File: src/rtl/fir_ram.sv
`default_nettype none

module fir_ram #(
    parameter int WIDTH = 32,
    parameter int DEPTH = 64
) (
    input  wire logic                                   i_clk,
    input  wire logic                                   i_we,
    input  wire logic [(DEPTH > 1 ? $clog2(DEPTH) : 1)-1:0] i_waddr,
    input  wire logic [WIDTH-1:0]                       i_wdata,
    input  wire logic [(DEPTH > 1 ? $clog2(DEPTH) : 1)-1:0] i_raddr,
    output logic [WIDTH-1:0]                            o_rdata
);

    logic [WIDTH-1:0] r_mem [DEPTH];

    always_ff @(posedge i_clk) begin
        if (i_we) begin
            r_mem[i_waddr] <= i_wdata;
        end
        o_rdata <= r_mem[i_raddr];
    end

endmodule

`default_nettype wire

File: config.mk
export PLATFORM = sky130hd
export DESIGN_NAME = fir_ram
export DESIGN_NICKNAME = d
export VERILOG_FILES = /design/src/rtl/fir_ram.sv
export SDC_FILE = /design/constraint.sdc
export NUM_CORES = 2
export LEC_CHECK = 0
export ABC_AREA = 0
export BUFFER_PORTS_ARGS = -buffer_cell sky130_fd_sc_hd__buf_2
export CORE_UTILIZATION = 40
export CTS_CLUSTER_DIAMETER = 200
export DETAILED_ROUTE_END_ITERATION = 8
export GPL_TIMING_DRIVEN = 0
export PLACE_DENSITY = 0.62
export SLEW_MARGIN = 10
export SYNTH_ARGS = -nofsm -noshare
export SYNTH_HDL_FRONTEND = slang
export SYNTH_SLANG_ARGS = --single-unit
File: constraint.sdc
create_clock -name i_clk -period 2.85 [get_ports i_clk]
set_input_delay 0 -clock i_clk [delete_from_list [all_inputs] [get_ports i_clk]]
set_output_delay 0 -clock i_clk [all_outputs]
set_load 0.1 [all_outputs]
==> impl_metrics.toml <==
[outcome]
status = "finished with violations"
violations = "setup timing"

[timing]
setup_viol = 20
fin_crit_sh_pct = 107
finalCriticalPeriod_ps = 3050
fmax_ghz = 0.328
clock_skew_ps = 47.0
hold_viol = 0
finalWorstSetupSlack_ps = -197
finalMaxSlewViolations = 0
max_slew_margin_pct = 8.89
worstMarginPinSlew_ps = 1370
final.setup.tns_ps = -1210

[critical_path]
start_kind = "input pin"
cpMostUsedCell = "buf_2"
path_class = "input pin to register"
cp_max_fo = 11
cp_data_arrival_time_ps = 3680
path_cells = "buf_2, buf_2, buf_2, clkdlybuf4s15_1, mux4_2, o22ai_1, nor2_1, a21oi_1, nor2_1"
crit_buf_inv = 4
endpoint_kind = "register"
crit_family = "buffers and inverters"
cpMaxStageDelayCell = "clkdlybuf4s15_1"
required_ps = 3490
worst_path_largest_cell_delay_ps = 830

[clock_network]
clockBufferDepth = 3
clock-sinks = 2080
cts-htree-levels = 4
clkSlewWorstSetupHoldPaths_ps = 60
clk-insertion-delay-late_ps = 850
clock-root-buffer = "clkbuf_16"
cts_tree = "built"
cts_buffers = 203

[die]
initial_core_util_pct = 40.3
chipHeight_um = 445
io-pin-count = 78
core-area_mm2 = 0.195
dieArea_mm2 = 0.198
num_rows = 162
die_x_um = 445

[placement]
dpl.cell_count = 6133
io_buffers = 69
gp_congestion = 0.870
dpl_cell_area_mm2 = 0.0852
dp_hpwl_um = 159000

[drt]
avgViaCountPerCell = 6.09
wl_um = 243000
ant_nets = 0
drtIter0Drc = 6585
wl_per_cell_um = 37.1
drc = 0
dr.pass1.iters = 5
via_count = 39926

[layout]
num-nets-final = 3800
drive_gt1_share_pct = 30.5
fin_area_mm2 = 0.0921
area_growth_pct = 17.2
nFillCells = 15798
final_cells = 6551

[grt]
grt_overflow_total = 0
grt_pass1_vias = 38575
antenna_found_initial = 16
grt_usage_pct = 24.4
grt_pass1_wl_um = 326000
grt_max_degree = 65

[logic_synthesis]
ys.flop_type = "edfxtp_1"
netlist_area_mm2 = 0.0785
synth_fp_nets = 3370
synth_area_leaders = "edfxtp_1 78%, mux4_2 16%, mux2i_1 1.2%, dfxtp_1 0.82%, o22ai_1 0.67%"
synth_cell_types = 34
syn_area_per_cell_um2 = 23.6
synth_top_area_share_pct = 78.3
yosysSeqAreaShare_pct = 79.1
synth_edf_count = 2048
ys_warn_count = 0
post-synth-top-area-cell = "edfxtp_1"
synthArstFlopShare_pct = 0
synth-seq-cells = 2080
synthCells = 3324

[power_and_ir_drop]
ir_worst_vdd_v = 0.000566
leakagePower_nw = 28.5
power_density_mw_per_mm2 = 694

[min_path]
hold_class = "input pin to register"

[run]
max_cap_violations = 0
## cell usage in the layout, fill, tap and decap left out, types with 5 or more instances in the layout
master and instances:
nand3_1 5, edfxtp_1 2048, nand3b_1 5, nor2b_1 15
a21oi_1 51, buf_2 107, bufinv_16 10, buf_16 30
a21oi_2 9, nand2b_1 8, clkinv_1 51, mux2i_1 93
clkinvlp_4 5, a311oi_1 8, a22oi_1 12, buf_12 79
o221ai_1 27, mux4_2 544, nand2_1 26, clkinv_16 5
buf_8 7, clkbuf_16 204, nor2_4 64, buf_1 13
clkbuf_2 20, nor2_1 73, dfxtp_1 32, buf_4 48
clkinv_2 35, clkinv_8 5, nor3_1 5, clkbuf_1 108
buf_6 6, dlygate4sd3_1 37, o22ai_1 81
## Yosys cell counts, types with 7 or more instances
library cell / instances
buf_2: 57
a22oi_1: 12
a21oi_1: 62
mux4_2: 544
nand2_1: 26
dfxtp_1: 32
edfxtp_1: 2048
a311oi_1: 8
nor2_1: 137
nand2b_1: 8
mux2i_1: 93
o22ai_1: 84
nor2b_1: 15
nor3_1: 7
clkbuf_1: 74
buf_1: 21
buf_4: 25
o221ai_1: 27
## logic make-up after synthesis
family / after synthesis / share of synthesized area, %
AOI/OAI and AO/OA: 202 / 1.67
and+or+nand+nor: 223 / 1.27
muxes: 637 / 16.8
buffers and inverters: 182 / 1.13
DFF: 2080 / 79.1
## registers in the layout, summed over array words and instances, names as in the netlist
register / flops
o_rdata: 32
r_mem: 2048
## where the power goes
part	internal (W)	switching (W)
clock	0.0141	0.0117
combinational	0.00121	0.00290
sequential	0.0339	0.0000626
total	0.0492	0.0147
## worst reg2reg max path: stages, from the launching register on
cell	delay [ps]
edfxtp_1	400
mux4_2	480
o221ai_1	350
a21oi_1	230
a21oi_1	610
nor2_1	330
## path summary, 6_finish.rpt
kind	from	to	slack, ps	cells after the start
worst max-delay path	i_raddr[1]	o_rdata[3]	-200	9
worst max register to register	r_mem[7][3]	o_rdata[3]	250	5
worst min register to register	r_mem[63][29]	o_rdata[29]	970	5
worst min-delay path	i_we	r_mem[55][6]	100	4
## per-layer routing
layer  up-vias  GRT usage [%]  wire, µm
li1      15149              -         -
met4        16           10.5     11800
met1     21498           32.6     91200
met5         -              0       229
met2      2681           37.3    111000
met3       582           7.23     28200
## layout make-up
cell class	instances	area [µm²]	area share, %
Antenna cell	4	10.0	0.0109
Buffer	182	945	1.03
Clock buffer	257	5300	5.76
Clock inverter	117	1000	1.09
Multi-Input combinational cell	1062	16100	17.5
Sequential cell	2080	62100	67.5
Tap cell	2624	3280	3.57
Timing Repair Buffer	225	3300	3.59
## what timing repair did
item / 4_1_cts / 5_1_grt
pin swaps: 0 / 1
gates resized for setup: 27 / 19
hold buffers: 26 / 11
endpoints found under the setup margin: 16 / 24
buffers inserted: 0 / 2
hold endpoints to repair: 1124 / 704
## per-stage QoR
stage | worst slack, ps | utilization (%) | power (W) | hold WS, ps
final | -197 | 47.2 | 0.0639 | 101
after global placement | -2950 | 42.1 | 0.0384 | 552
after global routing | -20.6 | 47.2 | 0.0652 | 73.1
after CTS | -76.6 | 47.1 | 0.0640 | 0.770
after floorplan | 198 | - | 0.0367 | 98.9
after detailed placement | -1750 | 43.7 | 0.0386 | 550
Note: power is estimated with default switching activity, not from simulation.
